<file path="src/bgcm_pkg.sv">
// Shared constants and types for the bounded greedy change maker.
`default_nettype none
package bgcm_pkg;
    localparam int MAX_COINS = 8;
    localparam int IDX_W     = $clog2(MAX_COINS);
    localparam int CNT_W     = $clog2(MAX_COINS + 1);
    localparam int VAL_W     = 16;
    localparam int AMT_W     = 24;
    localparam int USED_W    = 4;
    localparam logic OP_LOAD = 1'b0;
    localparam logic OP_REQ  = 1'b1;

    typedef struct packed {
        logic load;     // insert coin into sorted table
        logic start;    // latch amount, reset walk
        logic div_go;   // start division for current entry
        logic commit;   // apply quotient of current entry
        logic clear;    // empty the table
    } bgcm_cmd_t;

    typedef struct packed {
        logic            full;
        logic            empty;
        logic            div_done;
        logic            last_entry;
    } bgcm_sts_t;
endpackage
`default_nettype wire

</file>
<file path="src/bgcm_datapath.sv">
// Coin table, serial divider and result formation.
`default_nettype none
module bgcm_datapath
(
    input  wire                     clk,
    input  wire                     rst_n,
    input  bgcm_pkg::bgcm_cmd_t     cmd,
    output bgcm_pkg::bgcm_sts_t     sts,
    input  wire [15:0]              coin_value,
    input  wire [15:0]              coin_limit,
    input  wire [23:0]              amount,
    output logic [15:0]             res_value,
    output logic [15:0]             res_taken,
    output logic                    res_achieved,
    output logic [23:0]             res_paid,
    output logic [3:0]              res_used
);
    import bgcm_pkg::*;

    logic [VAL_W-1:0] val_mem [MAX_COINS];
    logic [VAL_W-1:0] lim_mem [MAX_COINS];
    logic [CNT_W-1:0] n_reg, n_next;
    logic [IDX_W-1:0] idx_reg, idx_next;
    logic [AMT_W-1:0] amt_reg, rem_reg, rem_next, paid_reg, paid_next;
    logic [USED_W-1:0] used_reg, used_next;
    logic [AMT_W-1:0] quo_reg, dr_reg;
    logic [VAL_W:0]   part_reg;
    logic [4:0]       step_reg;
    logic             busy_reg;
    logic [VAL_W-1:0] cur_val, cur_lim;
    logic [VAL_W:0]   trial;
    logic [AMT_W-1:0] take;
    logic [39:0]      prod;
    logic [MAX_COINS-1:0] below;

    assign cur_val = val_mem[idx_reg];
    assign cur_lim = lim_mem[idx_reg];

    // entry k is at or past the insertion point: unused, or below the new value
    always_comb
    begin
        for (int k = 0; k < MAX_COINS; k++)
            below[k] = (CNT_W'(k) >= n_reg) || (val_mem[k] < coin_value);
    end

    // insertion: entries from the insertion point on shift down by one
    always_ff @(posedge clk)
    begin
        if (cmd.load && !sts.full)
        begin
            if (below[0])
            begin
                val_mem[0] <= coin_value;
                lim_mem[0] <= coin_limit;
            end
            for (int k = 1; k < MAX_COINS; k++)
            begin
                if (below[k] && !below[k-1])
                begin
                    val_mem[k] <= coin_value;
                    lim_mem[k] <= coin_limit;
                end
                else if (below[k])
                begin
                    val_mem[k] <= val_mem[k-1];
                    lim_mem[k] <= lim_mem[k-1];
                end
            end
        end
    end

    always_comb
    begin
        n_next = n_reg;
        if (cmd.clear)
            n_next = '0;
        else if (cmd.load && !sts.full)
            n_next = n_reg + 1'b1;
    end

    // restoring divider, one quotient bit per cycle
    assign trial = {part_reg[VAL_W-1:0], dr_reg[AMT_W-1]} - {1'b0, cur_val};

    always_ff @(posedge clk or negedge rst_n)
    begin
        if (!rst_n)
        begin
            n_reg    <= '0;
            busy_reg <= 1'b0;
            step_reg <= '0;
        end
        else
        begin
            n_reg <= n_next;
            if (cmd.div_go)
            begin
                busy_reg <= 1'b1;
                step_reg <= 5'(AMT_W);
            end
            else if (busy_reg)
            begin
                step_reg <= step_reg - 1'b1;
                if (step_reg == 5'd1)
                    busy_reg <= 1'b0;
            end
        end
    end

    always_ff @(posedge clk)
    begin
        if (cmd.div_go)
        begin
            dr_reg   <= rem_reg;
            part_reg <= '0;
            quo_reg  <= '0;
        end
        else if (busy_reg)
        begin
            dr_reg <= {dr_reg[AMT_W-2:0], 1'b0};
            if (!trial[VAL_W])
            begin
                part_reg <= trial;
                quo_reg  <= {quo_reg[AMT_W-2:0], 1'b1};
            end
            else
            begin
                part_reg <= {part_reg[VAL_W-1:0], dr_reg[AMT_W-1]};
                quo_reg  <= {quo_reg[AMT_W-2:0], 1'b0};
            end
        end
    end

    always_comb
    begin
        sts.div_done   = !busy_reg && !cmd.div_go;
        sts.full       = (n_reg == CNT_W'(MAX_COINS));
        sts.empty      = (n_reg == '0);
        sts.last_entry = ({1'b0, idx_reg} == CNT_W'(n_reg - 1'b1));
    end

    // zero value coin: quotient is meaningless, force zero; else clamp to the coin limit
    always_comb
    begin
        if (cur_val == '0)
            take = '0;
        else if (quo_reg > {8'd0, cur_lim})
            take = {8'd0, cur_lim};
        else
            take = quo_reg;
    end
    assign prod = take * cur_val;

    always_comb
    begin
        rem_next  = rem_reg;
        paid_next = paid_reg;
        used_next = used_reg;
        idx_next  = idx_reg;
        if (cmd.start)
        begin
            rem_next  = amount;
            paid_next = '0;
            used_next = '0;
            idx_next  = '0;
        end
        else if (cmd.commit)
        begin
            rem_next  = rem_reg - prod[AMT_W-1:0];
            paid_next = paid_reg + prod[AMT_W-1:0];
            if (take != '0 && used_reg != 4'hF)
                used_next = used_reg + 1'b1;
            if (!sts.last_entry)
                idx_next = idx_reg + 1'b1;
        end
    end

    always_ff @(posedge clk)
    begin
        rem_reg  <= rem_next;
        paid_reg <= paid_next;
        used_reg <= used_next;
        idx_reg  <= idx_next;
        if (cmd.start)
            amt_reg <= amount;
    end

    // result payload, taken from the entry under commit
    always_comb
    begin
        res_value    = sts.empty ? '0 : cur_val;
        res_taken    = sts.empty ? '0 : take[VAL_W-1:0];
        res_paid     = sts.empty ? '0 : paid_next;
        res_used     = sts.empty ? '0 : used_next;
        res_achieved = sts.empty ? (amt_reg == '0) : (paid_next == amt_reg);
    end
endmodule
`default_nettype wire

</file>
<file path="src/bgcm_ctrl.sv">
// Sequencer for loads and change requests.
`default_nettype none
module bgcm_ctrl
(
    input  wire                  clk,
    input  wire                  rst_n,
    input  wire                  in_fire,
    input  wire                  in_op,
    input  bgcm_pkg::bgcm_sts_t  sts,
    output bgcm_pkg::bgcm_cmd_t  cmd,
    output logic                 in_ready,
    output logic                 res_load,
    output logic                 res_last,
    input  wire                  out_free
);
    import bgcm_pkg::*;

    localparam logic [1:0] ST_IDLE = 2'd0;
    localparam logic [1:0] ST_GO   = 2'd1;
    localparam logic [1:0] ST_DIV  = 2'd2;
    localparam logic [1:0] ST_EMIT = 2'd3;

    logic [1:0] state_reg, state_next;

    always_comb
    begin
        state_next = state_reg;
        cmd        = '0;
        in_ready   = 1'b0;
        res_load   = 1'b0;
        res_last   = 1'b0;
        unique case (state_reg)
            ST_IDLE:
            begin
                in_ready = 1'b1;
                if (in_fire)
                begin
                    if (in_op == OP_LOAD)
                        cmd.load = 1'b1;
                    else
                    begin
                        cmd.start  = 1'b1;
                        state_next = ST_GO;
                    end
                end
            end
            ST_GO:
            begin
                if (sts.empty)
                    state_next = ST_EMIT;
                else
                begin
                    cmd.div_go = 1'b1;
                    state_next = ST_DIV;
                end
            end
            ST_DIV:
                if (sts.div_done)
                    state_next = ST_EMIT;
            ST_EMIT:
            begin
                if (out_free)
                begin
                    res_load = 1'b1;
                    res_last = sts.empty || sts.last_entry;
                    if (!sts.empty)
                        cmd.commit = 1'b1;
                    if (res_last)
                    begin
                        cmd.clear  = 1'b1;
                        state_next = ST_IDLE;
                    end
                    else
                    begin
                        state_next = ST_GO;
                    end
                end
            end
            default: state_next = ST_IDLE;
        endcase
    end

    always_ff @(posedge clk or negedge rst_n)
    begin
        if (!rst_n)
            state_reg <= ST_IDLE;
        else
            state_reg <= state_next;
    end
endmodule
`default_nettype wire

</file>
<file path="src/bounded_greedy_change_maker.sv">
// Top level of the bounded greedy change maker.
//
//  channel  dir  beat fields
//  s_axis   in   tuser: op; tdata: coin_value, coin_limit, amount (56 bits)
//  m_axis   out  tdata: coin_value_out, taken, achieved, paid_total, types_used;
//                tlast: last
//
// A load is written without leaving the idle state. A request walks the table
// entry by entry: a 24-step restoring divider (one quotient bit per cycle) sets
// the pace, plus issue and emit. Output is a one-beat register; a stalled m_axis
// holds the walk in its emit state. Reset clears the entry count and the sequencer.
`default_nettype none
module bounded_greedy_change_maker
(
    input  wire         clk,
    input  wire         rst_n,
    input  wire         s_axis_tvalid,
    output logic        s_axis_tready,
    // [0] op
    input  wire         s_axis_tuser,
    // [15:0] coin_value, [31:16] coin_limit, [55:32] amount
    input  wire [55:0]  s_axis_tdata,
    output logic        m_axis_tvalid,
    input  wire         m_axis_tready,
    // [15:0] coin_value_out, [31:16] taken, [32] achieved,
    // [56:33] paid_total, [60:57] types_used, rest zero
    output logic [63:0] m_axis_tdata,
    output logic        m_axis_tlast
);
    import bgcm_pkg::*;

    bgcm_cmd_t   cmd;
    bgcm_sts_t   sts;
    logic        in_fire, res_load, res_last, out_free;
    logic [15:0] res_value, res_taken;
    logic        res_achieved;
    logic [23:0] res_paid;
    logic [3:0]  res_used;
    logic        ovalid_reg;
    logic [63:0] odata_reg;
    logic        olast_reg;

    assign in_fire  = s_axis_tvalid && s_axis_tready;
    // output register empties or drains this cycle
    assign out_free = !ovalid_reg || m_axis_tready;

    bgcm_ctrl u_ctrl
    (
        .clk      (clk),
        .rst_n    (rst_n),
        .in_fire  (in_fire),
        .in_op    (s_axis_tuser),
        .sts      (sts),
        .cmd      (cmd),
        .in_ready (s_axis_tready),
        .res_load (res_load),
        .res_last (res_last),
        .out_free (out_free)
    );

    bgcm_datapath u_dp
    (
        .clk          (clk),
        .rst_n        (rst_n),
        .cmd          (cmd),
        .sts          (sts),
        .coin_value   (s_axis_tdata[15:0]),
        .coin_limit   (s_axis_tdata[31:16]),
        .amount       (s_axis_tdata[55:32]),
        .res_value    (res_value),
        .res_taken    (res_taken),
        .res_achieved (res_achieved),
        .res_paid     (res_paid),
        .res_used     (res_used)
    );

    always_ff @(posedge clk or negedge rst_n)
    begin
        if (!rst_n)
            ovalid_reg <= 1'b0;
        else if (res_load)
            ovalid_reg <= 1'b1;
        else if (m_axis_tready)
            ovalid_reg <= 1'b0;
    end

    // summary fields appear only on the last beat
    always_ff @(posedge clk)
    begin
        if (res_load)
        begin
            olast_reg <= res_last;
            odata_reg <= {3'd0,
                          res_last ? res_used : 4'd0,
                          res_last ? res_paid : 24'd0,
                          res_last ? res_achieved : 1'b0,
                          res_taken, res_value};
        end
    end

    assign m_axis_tvalid = ovalid_reg;
    assign m_axis_tdata  = odata_reg;
    assign m_axis_tlast  = olast_reg;

    a_hold: assert property (@(posedge clk) disable iff (!rst_n)
        m_axis_tvalid && !m_axis_tready |=> m_axis_tvalid && $stable(m_axis_tdata))
        else $error("output beat changed while stalled");
    a_nobusy: assert property (@(posedge clk) disable iff (!rst_n)
        m_axis_tvalid && !m_axis_tlast |-> !s_axis_tready)
        else $error("input accepted mid request");
    a_sumlast: assert property (@(posedge clk) disable iff (!rst_n)
        m_axis_tvalid && !m_axis_tlast |-> m_axis_tdata[63:32] == 32'd0)
        else $error("summary fields on non-last beat");
endmodule
`default_nettype wire

</file>
<file path="config.mk">
export PLATFORM = sky130hd
export DESIGN_NAME = bounded_greedy_change_maker
export DESIGN_NICKNAME = d
export VERILOG_FILES = /design/src/bgcm_pkg.sv /design/src/bgcm_datapath.sv /design/src/bgcm_ctrl.sv /design/src/bounded_greedy_change_maker.sv
export SDC_FILE = /design/constraint.sdc
export NUM_CORES = 2
export LEC_CHECK = 0
export CORE_MARGIN = 3
export CORE_UTILIZATION = 57
export DETAILED_ROUTE_END_ITERATION = 12
export DONT_BUFFER_PORTS = 1
export PLACE_DENSITY = 0.72
export SYNTH_ARGS = -nofsm -noshare
export SYNTH_HDL_FRONTEND = slang
export SYNTH_SLANG_ARGS = --single-unit
</file>
<file path="constraint.sdc">
create_clock -name clk -period 30.4 [get_ports clk]
set_clock_uncertainty 0.2 [all_clocks]
set_input_delay 4.56 -clock clk [delete_from_list [all_inputs] [get_ports clk]]
set_output_delay 4.56 -clock clk [all_outputs]
set_load 0.05 [all_outputs]
</file>
# Word-level counts from Yosys, hierarchy flattened

Memory sizes are Yosys's and may differ from the RTL's. A register that Yosys moved wholly into a read port is not among the register bits.
Index checks and enable logic that the tools add are counted.
W data, S select, Z words.

Input port bits: 61
Register bits after elaboration: 218
Memories kept: 2
Memory bits (writable): 256
Logic and storage cells: 231

Muxes and demuxes: 114
$mul: 1
Reductions and logical operators: 44
Bitwise logic cells: 16
$add $sub $neg: 8
Equality and inequality tests: 12
$lt $le $gt $ge: 17

Memories:

| name         | words | width | read ports | clocked after memory_dff | wr ports | RTL line            | RTL |
|---|---|---|---|---|---|---|---|
| u_dp.lim_mem | 8     | 16    | 8          | 1                        | 8        | bgcm_datapath.sv:21 | `logic [VAL_W-1:0] lim_mem [MAX_COINS];` |
| u_dp.val_mem | 8     | 16    | 9          | 1                        | 8        | bgcm_datapath.sv:20 | `logic [VAL_W-1:0] val_mem [MAX_COINS];` |

Operator list:

| cell                  | count |
|---|---|
| $mux W16              | 15 |
| $mux W24              | 8 |
| $lt A16 B16 Y1        | 8 |
| $mux W1               | 71 |
| $add A24 B24 Y24      | 1 |
| $eq A24 B24 Y1        | 1 |
| $gt A24 B16 Y1        | 1 |
| $logic_not A24 Y1     | 1 |
| $mul A24 B16 Y24      | 1 |
| $reduce_bool A24 Y1   | 1 |
| $sub A24 B24 Y24      | 1 |
| $mux W4               | 5 |
| $sub A17 B16 Y17      | 1 |
| $ge A3 B4 Y1 const A  | 4 |
| $logic_not A16 Y1     | 1 |
| $mux W2               | 8 |
| $or A1 B1 Y1          | 14 |
| $mux W3               | 4 |
| $logic_and A1 B1 Y1   | 11 |
| $logic_not A1 Y1      | 11 |
| $logic_or A1 B1 Y1    | 10 |
| $mux W5               | 2 |
| $add A4 B1 Y4 const B | 2 |
| $ge A1 B4 Y1 const A  | 2 |
| other kinds (19)      | 28 |

# Depth between registers and ports, before layout

Depth after elaboration: 10
Gate-level depth with buffers: 57
Gate-level depth less buffers: 48

# Hierarchy

A second synthesis with hierarchy kept.

Cell total of the unflattened synthesis: 3222
Area, all modules: 35968.2 um^2

Modules (own cells, without submodules):

| module                      | area an instance (um^2) | times used | cells each | seq. area each (um^2) |
|---|---|---|---|---|
| bgcm_datapath               | 33525.9                 | 1          | 3092       | 11581.1 |
| bounded_greedy_change_maker | 2173.3                  | 1          | 102        | 1886.8 |
| bgcm_ctrl                   | 269.0                   | 1          | 28         | 50.0 |

# Worst setup path after synthesis

Ideal clock, no wire load.

Path kind: reg-to-reg
From: reg (tool-made name)
To: reg odata_reg[32] (netlist: m_axis_tdata[32]) (data pin)
Setup time: 131 ps
Required time: 30069 ps
Buffers on the path: 8
Period minus slack after synthesis: 11893 ps
Data arrival time: 11562 ps
Path slack: 18507 ps
Cell stages (with the launch flop): 52
Cells stage by stage: dfxtp_1 > buf_4 > buf_6 > buf_6 > buf_6 > buf_4 > buf_4 > mux4_2 > mux2_2 > inv_1 > ha_1 > a21oi_1 > a21oi_1 > o31ai_1 > nand2_4 > buf_2 > mux2i_1 > or2_2 > [... 16 more ...] > o21ai_0 > a21boi_0 > o21ai_0 > nand2b_1 > a21o_1 > a21o_1 > xor2_1 > ha_1 > a21oi_1 > o21bai_1 > o41ai_1 > xor2_1 > and2_1 > nor4_1 > o2111ai_1 > a211oi_1 > nor3b_1 > o31a_1

RTL lines:

| element              | RTL line                          | RTL |
|---|---|---|
| end signal, assigned | bounded_greedy_change_maker.sv:93 | `odata_reg <= {3'd0,` |
| end, declared        | bounded_greedy_change_maker.sv:40 | `logic [63:0] odata_reg;` |

==> results <==
- The headroom to the max-slew limit is 21.1%.
- The placer's final routability congestion estimate is 0.972.
- The capturing point of the worst reg2reg path is m_axis_tdata[32].
- The number of antenna violations at the first check in global routing is 1.
- For this run, design rule violations remaining after detail routing come to 0.
- Final hold analysis gives a worst-case slack of 310 ps.
- Broken down by cell family, the worst path's largest delay share belongs to adder cells.
- The area overhead of the layout relative to synthesis is 7.31%.
- Data arrives at the worst endpoint at 13530 ps.
- The clock network latency to the later pin of the worst-skew pair is 630 ps.
- The category of the worst setup path capture point is a flip-flop.
- Dividing the detail-routed via count by the number of cells gives 6.17.
- After the first detailed-routing iteration, the DRC count stood at 2422.
- The first-pass detailed-route iteration total is 5.
- The adder-cell share of the synthesized area is 20.4%.
- The required time at the endpoint of the critical path is 30690 ps.
- Dividing the detail-routed wire length by the instance count gives 24.2 um.
- The horizontal extent of the die is 255 um.
- The tool flagged a number of max-cap violations equal to 0.
- The die covers 65300 um^2.
- The type of element launching the critical path is a flip-flop.
- The run finished with clean final reports.
- In this run the deepest clock path goes through 3 buffers.
- For the finished layout, the period the worst path requires is 13240 ps.
- The core footprint is 60900 um^2.
- The count of endpoints failing setup in the final report is 0.
- The netlist uses 93 different library cells.
- After global routing the overflow that remains totals 0.
- The number of buffers created by CTS is 51.
- By area the synthesized netlist is led by sky130_fd_sc_hd__edfxtp_1, sky130_fd_sc_hd__fa_1, sky130_fd_sc_hd__ha_1, sky130_fd_sc_hd__mux2_2, sky130_fd_sc_hd__dfxtp_1.
- The TritonCTS clock tree is built.
- The final cycle utilization of the critical path is 43.5%.
- The cell depth of the worst flop-to-flop path is 45.
- Summing the areas of all and, or, nand and nor instances in the mapped netlist gives 11.2% of the synthesized area.
- The starting utilization of the core area is 58.2%.
- Counting instances in the post-synthesis netlist gives the leading cell types as sky130_fd_sc_hd__edfxtp_1, sky130_fd_sc_hd__inv_1, sky130_fd_sc_hd__nor2_1, sky130_fd_sc_hd__ha_1, sky130_fd_sc_hd__nand2_1.
- The setup check on the worst reg-to-reg path leaves a slack of 17160 ps.
- The H-tree was split into 2 levels.
- For the pin with the worst max-slew slack, the measured transition is 1180 ps.
- The overall global routing resource usage is 29.8%.
- The highest clock frequency the design can meet is 75.6 MHz.
- The post-route antenna net violation count is 0.
- After legalization and detailed placement, the total HPWL measured 72100 um.
- The aggregate routed wire length is 98800 um.
- The category of the most critical setup path is reg -> reg.
- In this run the count of I/O pins placed on the die edge is 128.
- The root buffer cell is sky130_fd_sc_hd__clkbuf_16.
- The hold-fix buffer count after cts is 0.
- The fraction of final layout cells with drive strength greater than 1 is 14.4%.
- The critical path contains buffers and inverters numbering 6 combined.
- The primary flip-flop cell chosen by synthesis mapping is sky130_fd_sc_hd__edfxtp_1.
- Synthesis inferred 477 register bits.
- The combined area of all synthesized cells is 35500 um^2.
- The complex-gate fraction of the synthesized area is 8.43%.
- The sequential fraction of the synthesis area is 38.1%.
- The largest stage delay on the critical path is 730 ps.
- For this run, the number of Yosys warnings is 0.
- The number of pins with negative max-slew slack in the final report is 0.
- The startpoint identified for the worst hold timing path is u_dp.paid_reg[6].
- The number of cells produced by synthesis is 3216.
- The largest net degree at the start of global routing is 82.
- Setup repair after global routing left no endpoint under its margin.
- The cell that appears most often on the critical path is sky130_fd_sc_hd__fa_1.
- The most frequently used cell type in the post-synthesis netlist is sky130_fd_sc_hd__edfxtp_1.
- Of the total synthesized cell area, the portion taken by XOR and XNOR cells is 2.66%.
- The net count of the finished layout is 3732.
- After synthesis, the largest family of logic cells by area is adder cells.
- The largest individual stage delay along the critical path comes from the cell sky130_fd_sc_hd__buf_4.
- The floorplan has 90 rows.
- Counting every sink on the clock net gives 477.
- The count of final hold-check violations is 0.
- The count of buffers added on input and output ports is 0.
- The first global-routing pass estimated 152000 um of wire.
- The per-instance average area after synthesis is 11.0 um^2.
- The via count of the first global-routing pass is 25400.
- The final total negative setup slack is 0 ps.
- The worst-case hold path end point is u_dp.paid_reg[6].
- The worst hold path passes through 2 cells.
- The share of synthesized flip-flops with an asynchronous set or reset is 2.73%.
- The largest fanout of any net on the critical path is 59.
- Clock-pin slew was measured on the worst setup and hold paths at 70 ps.
- Counting flops with a built-in enable in the synthesized netlist gives 390.
- The setup fix buffers added after clock tree synthesis is 0.
- The vertical die dimension is 255 um.
- The min-delay analysis places its worst path in the category reg -> reg.
- The overall via count from detail_route is 25200.
- After clock tree synthesis, the repair step resized 0 gates.
- Of all cell types, the one taking the most synthesized area is sky130_fd_sc_hd__edfxtp_1.
- In the synthesized netlist, mux cells make up 13.7% of the area.
- Of the post-synthesis cell area, the dominant cell type holds 33.0%.
==> worst reg2reg max path: cells and delay by family (launching register included) <==
family	cells	cell delay, ps
compound gates	15	3580
xor+xnor	2	550
fa+ha+maj	9	3780
buf+inv	6	1120
flops	1	540
mux	3	990
simple gates	10	2350
==> per-layer routing <==
metal | share of wire (%) | global-route usage [%]
met5 | 0 | 0
met1 | 41 | 39.3
met2 | 48 | 49.5
met4 | 3.9 | 10.7
met3 | 7.3 | 5.73
==> cells in the final DEF, fill, tap and decap left out, drive strengths merged, types with 92 or more instances in the layout <==
cell / netlist / routed
ha: 267 / 267
nor2: 296 / 296
mux2: 245 / 245
nand2: 248 / 248
inv: 348 / 351
fa: 195 / 195
o21ai: 92 / 92
a21oi: 134 / 134
edfxtp: 390 / 390
==> through the flow <==
step | utilization (%) | cell area (um^2) | worst slack (ps) | cells
CTS | 62.5 | 38100 | 17310 | 4079
global placement | 59.7 | 36400 | 17630 | 3984
global route | 62.5 | 38100 | 16460 | 4081
detailed placement | 59.7 | 36400 | 17330 | 3984
finish | 62.5 | 38100 | 17160 | 4081
floorplan | - | 35600 | 18510 | 3245
==> cell type report <==
cell class                 count  area (um^2)
sequential                   477        13500
clock inverter                35          344
timing repair buffer          43          323
inverter                     354         1330
multi-input combinational   2282        20200
tap                          828         1040
clock buffer                  60         1310
fill                        4848        22900
antenna                        2         5.00
==> how the worst max path moves through the flow <==
| stage | start | endpoint | slack [ps] | cells past startpoint |
|---|---|---|---|---|
| 6_report | flip-flop | m_axis_tdata[32] | 17160 | 45 |
| 3_3_place_gp | flip-flop | m_axis_tdata[32] | 17630 | 45 |
| 5_1_grt | flip-flop | m_axis_tdata[32] | 16460 | 44 |
| 3_5_place_dp | flip-flop | m_axis_tdata[32] | 17330 | 45 |
| 2_1_floorplan | flip-flop | m_axis_tdata[32] | 18510 | 51 |
| 4_1_cts | flip-flop | m_axis_tdata[32] | 17310 | 45 |
==> cells by family after synthesis <==
logic type               Yosys count
AND/OR/NAND/NOR                  852
flip-flops                       477
AO/OA/AOI/OAI                    459
adder cells (fa/ha/maj)          462
XOR/XNOR                         101
other                              2
multiplexers                     377
buffers and inverters            486
Power is not shown: default switching activity piles up to over one toggle a cycle in this logic, so the estimate is an artifact.
